File: config.mk
export PLATFORM = sky130hd
export DESIGN_NAME = hsv_to_rgb_converter
export DESIGN_NICKNAME = d
export VERILOG_FILES = /design/src/hsv2rgb_pkg.sv /design/src/hsv_to_rgb_converter.sv /design/src/hsv2rgb_hue.sv /design/src/hsv2rgb_shade.sv
export SDC_FILE = /design/constraint.sdc
export NUM_CORES = 1
export LEC_CHECK = 0
export BUFFER_PORTS_ARGS = -buffer_cell sky130_fd_sc_hd__buf_2
export CAP_MARGIN = 20
export CORE_MARGIN = 2
export CORE_UTILIZATION = 44
export DETAILED_ROUTE_END_ITERATION = 10
export MAX_ROUTING_LAYER = met4
export PLACE_DENSITY = 0.64
export SLEW_MARGIN = 20
export SYNTH_ARGS = -nofsm -noshare
export SYNTH_HDL_FRONTEND = slang
export SYNTH_SLANG_ARGS = --single-unit
File: constraint.sdc
create_clock -name clk -period 9.05 [get_ports clk]
set_clock_uncertainty 0.2 [all_clocks]
set_input_delay 0.4525 -clock clk [delete_from_list [all_inputs] [get_ports clk]]
set_output_delay 0.4525 -clock clk [all_outputs]
set_load 0.05 [all_outputs]
File: src/hsv2rgb_pkg.sv
// Shared types and constants for the HSV to RGB converter.
package hsv2rgb_pkg;

	localparam int unsigned HUE_W   = 16;
	localparam int unsigned CHAN_W  = 8;
	localparam int unsigned SCALE_W = 11;

	localparam logic [SCALE_W-1:0] HUE_SPAN  = 11'd1530;
	localparam logic [15:0]        HUE_ROUND = 16'd32768;
	localparam logic [SCALE_W-1:0] SECT_1    = 11'd255;
	localparam logic [SCALE_W-1:0] SECT_2    = 11'd510;
	localparam logic [SCALE_W-1:0] SECT_3    = 11'd765;
	localparam logic [SCALE_W-1:0] SECT_4    = 11'd1020;
	localparam logic [SCALE_W-1:0] SECT_5    = 11'd1275;
	localparam logic [CHAN_W-1:0]  CHAN_MAX  = 8'd255;

	typedef struct packed {
		logic [CHAN_W-1:0] r;
		logic [CHAN_W-1:0] g;
		logic [CHAN_W-1:0] b;
	} rgb_t;

endpackage

File: src/hsv_to_rgb_converter.sv
// Top level of the pipelined HSV to RGB converter.
// Converts one pixel per clock. A request is taken whenever start is high; busy
// is always low. The result appears on red_out, green_out and blue_out with done
// high for one cycle, after the request has passed through the four register
// stages: hue rescale, sector levels, saturation blend and value scaling, each built
// around one multiplier or compare chain; results cannot be held off.
module hsv_to_rgb_converter
	import hsv2rgb_pkg::*;
(
	input  logic              clk,
	input  logic              arst_n,
	input  logic              start,
	output logic              busy,
	input  logic [HUE_W-1:0]  hue_in,
	input  logic [CHAN_W-1:0] saturation_in,
	input  logic [CHAN_W-1:0] value_in,
	output logic              done,
	output logic [CHAN_W-1:0] red_out,
	output logic [CHAN_W-1:0] green_out,
	output logic [CHAN_W-1:0] blue_out
);

	logic              lvl_valid;
	rgb_t              level;
	logic [CHAN_W-1:0] sat_lvl;
	logic [CHAN_W-1:0] val_lvl;
	logic              valid_s3;
	logic              valid_s4;

	assign busy = 1'b0;

	hsv2rgb_hue u_hue (
		.clk       (clk),
		.arst_n    (arst_n),
		.in_valid  (start),
		.hue       (hue_in),
		.sat       (saturation_in),
		.val       (value_in),
		.out_valid (lvl_valid),
		.level     (level),
		.sat_out   (sat_lvl),
		.val_out   (val_lvl)
	);

	hsv2rgb_shade u_red (
		.clk   (clk),
		.level (level.r),
		.sat   (sat_lvl),
		.val   (val_lvl),
		.chan  (red_out)
	);

	hsv2rgb_shade u_green (
		.clk   (clk),
		.level (level.g),
		.sat   (sat_lvl),
		.val   (val_lvl),
		.chan  (green_out)
	);

	hsv2rgb_shade u_blue (
		.clk   (clk),
		.level (level.b),
		.sat   (sat_lvl),
		.val   (val_lvl),
		.chan  (blue_out)
	);

	always_ff @(posedge clk or negedge arst_n) begin
		if (!arst_n) begin
			valid_s3 <= 1'b0;
			valid_s4 <= 1'b0;
		end else begin
			valid_s3 <= lvl_valid;
			valid_s4 <= valid_s3;
		end
	end

	assign done = valid_s4;

	a_done_follows_start: assert property (@(posedge clk) disable iff (!arst_n)
		done |-> $past(start, 4))
		else $error("result without a request four cycles earlier");

	a_black_on_zero_value: assert property (@(posedge clk) disable iff (!arst_n)
		(done && $past(value_in, 4) == '0) |->
			(red_out == '0 && green_out == '0 && blue_out == '0))
		else $error("zero value did not give black");

endmodule

File: src/hsv2rgb_hue.sv
// Hue rescale and six-sector pure-hue level stages.
module hsv2rgb_hue
	import hsv2rgb_pkg::*;
(
	input  logic              clk,
	input  logic              arst_n,
	input  logic              in_valid,
	input  logic [HUE_W-1:0]  hue,
	input  logic [CHAN_W-1:0] sat,
	input  logic [CHAN_W-1:0] val,
	output logic              out_valid,
	output rgb_t              level,
	output logic [CHAN_W-1:0] sat_out,
	output logic [CHAN_W-1:0] val_out
);

	logic                valid_s1;
	logic                valid_s2;
	logic [26:0]         scaled;
	logic [SCALE_W-1:0]  h_s1;
	logic [CHAN_W-1:0]   sat_s1;
	logic [CHAN_W-1:0]   val_s1;
	rgb_t                lvl;
	rgb_t                lvl_s2;
	logic [CHAN_W-1:0]   sat_s2;
	logic [CHAN_W-1:0]   val_s2;
	logic [SCALE_W-1:0]  diff;

	assign scaled = 27'(hue) * 27'(HUE_SPAN) + 27'(HUE_ROUND);

	always_comb begin
		lvl  = '{r: CHAN_MAX, g: '0, b: '0};
		diff = '0;
		if (h_s1 < SECT_2) begin
			if (h_s1 < SECT_1) begin
				lvl = '{r: CHAN_MAX, g: h_s1[CHAN_W-1:0], b: '0};
			end else begin
				diff = SECT_2 - h_s1;
				lvl  = '{r: diff[CHAN_W-1:0], g: CHAN_MAX, b: '0};
			end
		end else if (h_s1 < SECT_4) begin
			if (h_s1 < SECT_3) begin
				diff = h_s1 - SECT_2;
				lvl  = '{r: '0, g: CHAN_MAX, b: diff[CHAN_W-1:0]};
			end else begin
				diff = SECT_4 - h_s1;
				lvl  = '{r: '0, g: diff[CHAN_W-1:0], b: CHAN_MAX};
			end
		end else if (h_s1 < HUE_SPAN) begin
			if (h_s1 < SECT_5) begin
				diff = h_s1 - SECT_4;
				lvl  = '{r: diff[CHAN_W-1:0], g: '0, b: CHAN_MAX};
			end else begin
				diff = HUE_SPAN - h_s1;
				lvl  = '{r: CHAN_MAX, g: '0, b: diff[CHAN_W-1:0]};
			end
		end
	end

	always_ff @(posedge clk or negedge arst_n) begin
		if (!arst_n) begin
			valid_s1 <= 1'b0;
			valid_s2 <= 1'b0;
		end else begin
			valid_s1 <= in_valid;
			valid_s2 <= valid_s1;
		end
	end

	always_ff @(posedge clk) begin
		h_s1   <= scaled[26:16];
		sat_s1 <= sat;
		val_s1 <= val;
		lvl_s2 <= lvl;
		sat_s2 <= sat_s1;
		val_s2 <= val_s1;
	end

	assign out_valid = valid_s2;
	assign level     = lvl_s2;
	assign sat_out   = sat_s2;
	assign val_out   = val_s2;

	a_hue_range: assert property (@(posedge clk) disable iff (!arst_n)
		valid_s1 |-> h_s1 <= HUE_SPAN)
		else $error("scaled hue out of range");

	a_pure_hue: assert property (@(posedge clk) disable iff (!arst_n)
		valid_s2 |-> (lvl_s2.r == CHAN_MAX || lvl_s2.g == CHAN_MAX || lvl_s2.b == CHAN_MAX)
			&& (lvl_s2.r == '0 || lvl_s2.g == '0 || lvl_s2.b == '0))
		else $error("pure-hue level lacks a full or an empty channel");

endmodule

File: src/hsv2rgb_shade.sv
// One channel lane: saturation blend, then value scaling.
module hsv2rgb_shade
	import hsv2rgb_pkg::*;
(
	input  logic              clk,
	input  logic [CHAN_W-1:0] level,
	input  logic [CHAN_W-1:0] sat,
	input  logic [CHAN_W-1:0] val,
	output logic [CHAN_W-1:0] chan
);

	logic [16:0]       blend;
	logic [8:0]        sum;
	logic [CHAN_W-1:0] sum_s3;
	logic [CHAN_W-1:0] val_s3;
	logic [16:0]       prod;
	logic [CHAN_W-1:0] chan_s4;

	assign blend = 17'(level) * (17'(sat) + 17'd1);
	assign sum   = blend[16:8] + 9'(CHAN_MAX - sat);
	assign prod  = 17'(sum_s3) * (17'(val_s3) + 17'd1);

	always_ff @(posedge clk) begin
		sum_s3  <= sum[CHAN_W-1:0];
		val_s3  <= val;
		chan_s4 <= prod[15:8];
	end

	assign chan = chan_s4;

endmodule
==> results of run 1 <==
-- worst max-delay path, cell delays in order, from the launching register on --
cell,delay (ns)
dfxtp_1,0.84
ha_1,0.30
nand3_1,0.14
xnor2_1,0.20
buf_4,0.30
nand2_1,0.13
fa_1,0.49
fa_1,0.50
inv_1,0.06
fa_1,0.54
inv_1,0.06
fa_1,0.54
inv_1,0.04
ha_1,0.29
a21oi_2,0.19
nor2b_1,0.11
nor2_1,0.16
xnor2_1,0.17
ha_1,0.28
a21o_1,0.19
a21oi_1,0.23
o21bai_1,0.10
a21oi_1,0.26
o21bai_1,0.11
a21oi_1,0.18
xnor2_1,0.15
xnor2_1,0.08
-- cells by family (layout without fill, tap and decap cells) --
group                    after synthesis  after routing  synth area share, %
adder cells (fa/ha/maj)              625            625                 49.6
buffers and inverters                540            597                 9.97
AO/OA/AOI/OAI                        181            181                 6.45
AND/OR/NAND/NOR                      608            608                 15.4
XOR/XNOR                             143            143                 6.07
multiplexers                           2              2                0.115
flip-flops                           127            127                 12.4
other                                  1              1               0.0182
-- layer usage --
metal	vias to the layer above	track usage, %
met4	0	5.58
met3	62	2.90
met2	227	33.3
met1	7068	23.0
met5	-	-
li1	6898	-
-- placed cells by master, fill, tap and decap left out, types with 4 or more instances in the layout --
cell,count
inv_1,473
fa_1,322
ha_1,303
and2_1,222
nand2_1,208
dfxtp_1,123
xnor2_1,90
buf_2,59
xor2_1,51
nor2_1,51
a21oi_1,48
nor2b_1,45
o21ai_0,31
a21o_1,23
nand3_1,22
dlygate4sd3_1,18
clkbuf_16,17
o21bai_1,14
buf_4,14
nor3_1,10
and3_1,10
nand4_1,8
nand2b_1,8
o211ai_1,7
a21oi_2,6
and4b_1,4
o41ai_4,4
or3_1,4
o21ai_1,4
a31oi_1,4
clkinv_8,4
inv_8,4
dfrtp_1,4
-- registers in the layout, indices dropped and copies added (netlist names) --
name	cells
done	1
u_blue.chan	8
u_blue.sum_s3	8
u_blue.val_s3	8
u_green.chan	8
u_green.sum_s3	8
u_hue.h_s1	11
u_hue.level	24
u_hue.out_valid	1
u_hue.sat_out	8
u_hue.sat_s1	8
u_hue.val_out	8
u_hue.val_s1	8
u_hue.valid_s1	1
u_red.chan	8
u_red.sum_s3	8
valid_s3	1
-- through the flow --
step / std cells / setup WS (ns) / util [%] / hold WS [ns]
after floorplan: 2227 / 2.94 / - / -0.0431
after global placement: 2841 / 2.34 / 46.4 / 0.0560
after detailed placement: 2841 / 2.12 / 46.4 / 0.0590
after CTS: 2891 / 2.09 / 48.0 / 0.0604
after global routing: 2891 / 1.62 / 48.0 / 0.0800
final: 2891 / 2.09 / 48.0 / 0.100
-- worst min path at each step --
| stage | endpoint | startpoint | cells past startpoint |
|---|---|---|---|
| 4_1_cts | u_hue.out_valid | arst_n | 2 |
| 3_5_place_dp | u_hue.valid_s1 | arst_n | 1 |
| 6_report | u_hue.out_valid | arst_n | 2 |
| 2_1_floorplan | done | arst_n | 0 |
| 3_3_place_gp | u_hue.valid_s1 | arst_n | 1 |
| 5_1_grt | u_hue.out_valid | arst_n | 2 |
-- layout make-up --
cell class / count / area share [%]
Inverter: 474 / 7.97
Sequential cell: 127 / 11.5
Tap cell: 607 / 3.40
Clock buffer: 17 / 1.91
Timing Repair Buffer: 91 / 2.60
Multi-Input combinational cell: 1560 / 71.9
Clock inverter: 15 / 0.757
-- timing repair --
action,in CTS,in global routing
hold buffers,18,0
endpoints found under the setup margin,0,0
hold endpoints to repair,21,0
==> impl_metrics.toml, run 1 <==
[clock_tree]
ctsLongestPathBuffers = 2
cts_setup_buffers = 0
clk_latency_ns = 0.47
cts_made_buffers = 17
htree_levels = 4
clk_pin_slew_ns = 0.07
clkSinkCount = 127
cts_resized = 0
cts_tree = "done"
cts-root-buf = "clkbuf_16"

[min_path]
hp-class = "in2async"

[global_routing]
first_global_vias = 15412
grt_max_degree = 25
grtUsageTotal_pct = 19.2
grt_pass1_wl_mm = 72.7
grt_overflow_total = 0
grt_antenna_before_repair = 0

[timing]
maxSlewViolCount = 0
setup_viol = 0
period_needed_ns = 6.96
max_freq_mhz = 144
fin_tns_setup_ns = 0
rsz0062_at_grt = "no"
max_slew_margin_pct = 26.0
worstMarginPinSlew_ns = 1.10
hold_viol_final = 0
post-route-period-util_pct = 76.9

[synth]
synth_common_cells = "inv_1, fa_1, ha_1, and2_1, nand2_1"
yosysMostFrequentCell = "inv_1"
ys.flop_type = "dfxtp_1"
synth_edf_count = 0
yosys.area.top_type = "fa_1"
synth_cells = 2227
seq_area_frac_synth_pct = 12.4
synth_nets = 2887
synth.avg_cell_area_um2 = 9.27
synth_top_area_share_pct = 31.2
ys_seq_elements = 127
synthArstFlopShare_pct = 3.15
synth.distinct_cells = 73
synth.area.top_cells = "fa_1, ha_1, dfxtp_1"
yosysWarnings = 0
netlist_area_um2 = 20600

[finish]
fin_area_um2 = 22300
drive_gt1_share_pct = 6.13
seqCellArea_um2 = 2560
nets = 2931
area_delta_synth_final_pct = 8.12
fill_cells = 4406
diodes = 0
multi_input_area_um2 = 16000

[worst_setup_path]
r2r_end = "u_red.sum_s3[7]"
endpoint_kind = "flop"
critPathMaxFanout = 24
cp-endpoint = "u_red.sum_s3[7]"
r2r_cells = 26
r2r_setup_slack_ns = 2.09
critPathKind = "reg2reg"
crit_arrival_ns = 7.12
required_ns = 9.21
rr_startpoint = "u_hue.sat_out[0]"
crit_path_start_kind = "flop"
worstSetupStartpoint = "u_hue.sat_out[0]"

[detailed_routing]
num_vias = 14255
drc = 0
wire_per_inst_um = 14.3
vias_per_cell = 4.93
drtAntennaViolNets = 0
wl_met3_mm = 1.28
maxUsedRoutingLayer = "met4"
wl_met2_mm = 21.0
first_pass_iters = 5
drt_iter0_markers = 702
drt-met1-wl_mm = 18.1
drt-total-wl_mm = 41.2

[floorplan]
dieHeight_um = 221
io_pins = 61
fp.dieArea_um2 = 48700
start_util_pct = 44.4
coreArea_um2 = 46500
placementRows = 79
die_w_um = 221

[placed_design]
io_buffers = 59
place_hpwl_mm = 33.5
place.gp.congestion = 0.862
placed_area_um2 = 21500

[run]
cap_violations = 0

[status]
status = "finished clean"
Power of run 1 is not shown: default switching activity piles up to over one toggle a cycle in this logic, so the estimate is an artifact.
==> run 2, diff against run 1 <==
--- a/config.mk
+++ b/config.mk
@@ -5,6 +5,7 @@
 export SDC_FILE = /design/constraint.sdc
 export NUM_CORES = 1
 export LEC_CHECK = 0
+export ABC_AREA = 1
 export BUFFER_PORTS_ARGS = -buffer_cell sky130_fd_sc_hd__buf_2
 export CAP_MARGIN = 20
 export CORE_MARGIN = 2
==> constraint.sdc (replaced) <==
create_clock -name clk -period 6.9 [get_ports clk]
set_clock_uncertainty 0.2 [all_clocks]
set_input_delay 0.345 -clock clk [delete_from_list [all_inputs] [get_ports clk]]
set_output_delay 0.345 -clock clk [all_outputs]
set_load 0.05 [all_outputs]
==> run 2 against run 1 <==
First-iteration DRC count is 50% higher; sequential cell count unchanged; setup slack worse by 1.7 ns; non-clock buffer count increased by 14; die area rose by 5.8%; critical path type unchanged; core utilization rose by 0.59 points; cell count up 24%; routed wire length increased by 27%; global-route usage grew 3.4 points; highest routed layer unchanged; register-to-register slack lost 1.7 ns; sequential share of layout area shrank 0.71 points.
==> impl_metrics.toml, run 2 <==
[status]
status = "finished clean"

[detailed_routing]
vias_per_cell = 4.92
drt-total-wl_mm = 52.3
drtAntennaViolNets = 0
first_pass_iters = 5
num_vias = 17680
wire_per_inst_um = 14.6
drt_iter0_markers = 1051
drc = 0

[synth]
synth_top_area_share_pct = 29.5
synth_nets = 3494
synth_compound_area_share_pct = 5.53
synth_top_family_by_area = "adder cells"
synth_common_cells = "inv_1, nand2_1, fa_1, nor2_1, ha_1"
synth_cells = 2834
synth.avg_cell_area_um2 = 7.71
synth.area.top_cells = "fa_1, ha_1, inv_1"
synth.area.mux_share_pct = 0
yosysMostFrequentCell = "inv_1"
synth_edf_count = 0
netlist_area_um2 = 21900
ys_seq_elements = 127
synth_simple_gate_area_share_pct = 18.5
yosys.area.top_type = "fa_1"
yosysWarnings = 0
seq_area_frac_synth_pct = 11.7
synth.distinct_cells = 48
synth_fa_ha_area_share_pct = 46.9
synthArstFlopShare_pct = 3.15
synthXorXnorAreaFrac_pct = 4.16
ys.flop_type = "dfxtp_1"

[finish]
area_delta_synth_final_pct = 8.93
diodes = 0
final_cell_mix = "inv_1, nand2_1, fa_1"
nets = 3573
layout.cells.most_common = "inv_1"
largest_reg_flops = 24
drive_gt1_share_pct = 6.05

[worst_setup_path]
r2r_setup_slack_ns = 0.39
r2r_cells = 26
endpoint_kind = "flop"
critPathKind = "reg2reg"
required_ns = 7.06
r2r_end = "u_red.sum_s3[6]"
crit_arrival_ns = 6.67
critPathMaxFanout = 16
rr_startpoint = "u_hue.sat_out[1]"
crit_path_start_kind = "flop"

[placed_design]
io_buffers = 59
place.gp.congestion = 0.919
place_hpwl_mm = 44.1

[timing]
fin_tns_setup_ns = 0
max_slew_margin_pct = 54.1
worstMarginPinSlew_ns = 0.686
post-route-period-util_pct = 94.4
maxSlewViolCount = 0
period_needed_ns = 6.51
setup_viol = 0
hold_viol_final = 0
max_freq_mhz = 154
rsz0062_at_grt = "no"

[clock_tree]
clk_latency_ns = 0.47
clkSinkCount = 127
cts_tree = "done"
clk_pin_slew_ns = 0.07
ctsLongestPathBuffers = 2
cts-root-buf = "clkbuf_16"
cts_setup_buffers = 0
htree_levels = 4
cts_made_buffers = 17

[floorplan]
placementRows = 81
start_util_pct = 44.6
dieHeight_um = 227
die_w_um = 227
coreArea_um2 = 49000
fp.dieArea_um2 = 51500
io_pins = 61

[min_path]
hp-class = "reg2reg"
min_to = "u_hue.val_out[2]"
whs_path_depth = 0
hold_path.startpoint = "u_hue.val_s1[2]"

[run]
cap_violations = 0

[global_routing]
grt_max_degree = 22
grtUsageTotal_pct = 22.5
grt_antenna_before_repair = 0
grt_overflow_total = 0
first_global_vias = 18577
grt_pass1_wl_mm = 89.9
## run 2: kinds of logic (layout without fill, tap and decap cells)
family / after synthesis / count (layout)
buf+inv: 762 / 854
flops: 127 / 127
simple gates: 999 / 999
xor+xnor: 103 / 103
compound gates: 217 / 217
other cells: 1 / 1
fa+ha+maj: 625 / 625
## run 2: how the worst max path moves through the flow
| stage | to | from | slack, ns |
|---|---|---|---|
| 3_3_place_gp | u_blue.sum_s3[7] | u_hue.sat_out[1] | 0.29 |
| 4_1_cts | u_blue.sum_s3[7] | u_hue.sat_out[1] | 0.11 |
| 5_1_grt | u_blue.sum_s3[7] | u_hue.sat_out[1] | 0.02 |
| 3_5_place_dp | u_blue.sum_s3[7] | u_hue.sat_out[1] | 0.14 |
| 2_1_floorplan | u_red.sum_s3[7] | u_hue.sat_out[1] | 0.72 |
| 6_report | u_red.sum_s3[6] | u_hue.sat_out[1] | 0.39 |
## run 2: critical path: stages (launching register included)
cell and delay [ns]:
dfxtp_2 0.44, ha_1 0.23, nand2_1 0.08, nor2_2 0.15
nand2_1 0.07, nand2_1 0.16, buf_4 0.30, nor2_1 0.10
fa_1 0.57, fa_1 0.46, fa_1 0.55, inv_1 0.05
fa_1 0.53, inv_1 0.04, ha_1 0.33, nand2_1 0.10
nor2_1 0.06, a211oi_1 0.20, nand2_1 0.18, xor2_1 0.28
inv_1 0.10, fa_1 0.44, o21ai_0 0.37, a21oi_1 0.11
nor2_1 0.10, nor2_1 0.06, xnor2_1 0.12
## run 2: metrics by stage
stage | hold slack, ns | setup slack [ns] | instances | cell area (um2) | util [%]
after detailed placement | -0.0440 | 0.141 | 3539 | 23000 | 47.0
after CTS | 0.125 | 0.111 | 3590 | 23800 | 48.5
final | 0.125 | 0.386 | 3590 | 23800 | 48.6
after global placement | -0.0521 | 0.293 | 3539 | 23000 | 47.0
after floorplan | -0.151 | 0.717 | 2834 | 21900 | -
after global routing | 0.129 | 0.0178 | 3590 | 23800 | 48.6
## run 2: area by class of cell
class / count / area (um2)
Timing Repair Buffer: 105 / 688
Clock buffer: 17 / 425
Clock inverter: 15 / 165
Inverter: 717 / 2700
Sequential cell: 127 / 2560
Multi-Input combinational cell: 1945 / 16400
Fill cell: 4842 / 25100
Tap cell: 664 / 831
## run 2: repair_timing
action | in CTS | in global routing
resized for setup | 0 | 12
hold buffers | 19 | 0
setup endpoints to repair | 0 | 10
hold endpoints to repair | 21 | 0
## run 2: layer usage
metal  track usage (%)  routed length, um
met3              3.64               2300
met1              27.4              23100
met5                 -                  0
met2              38.4              25500
met4              6.98               1450
Power of run 2 is left out for the same reason.
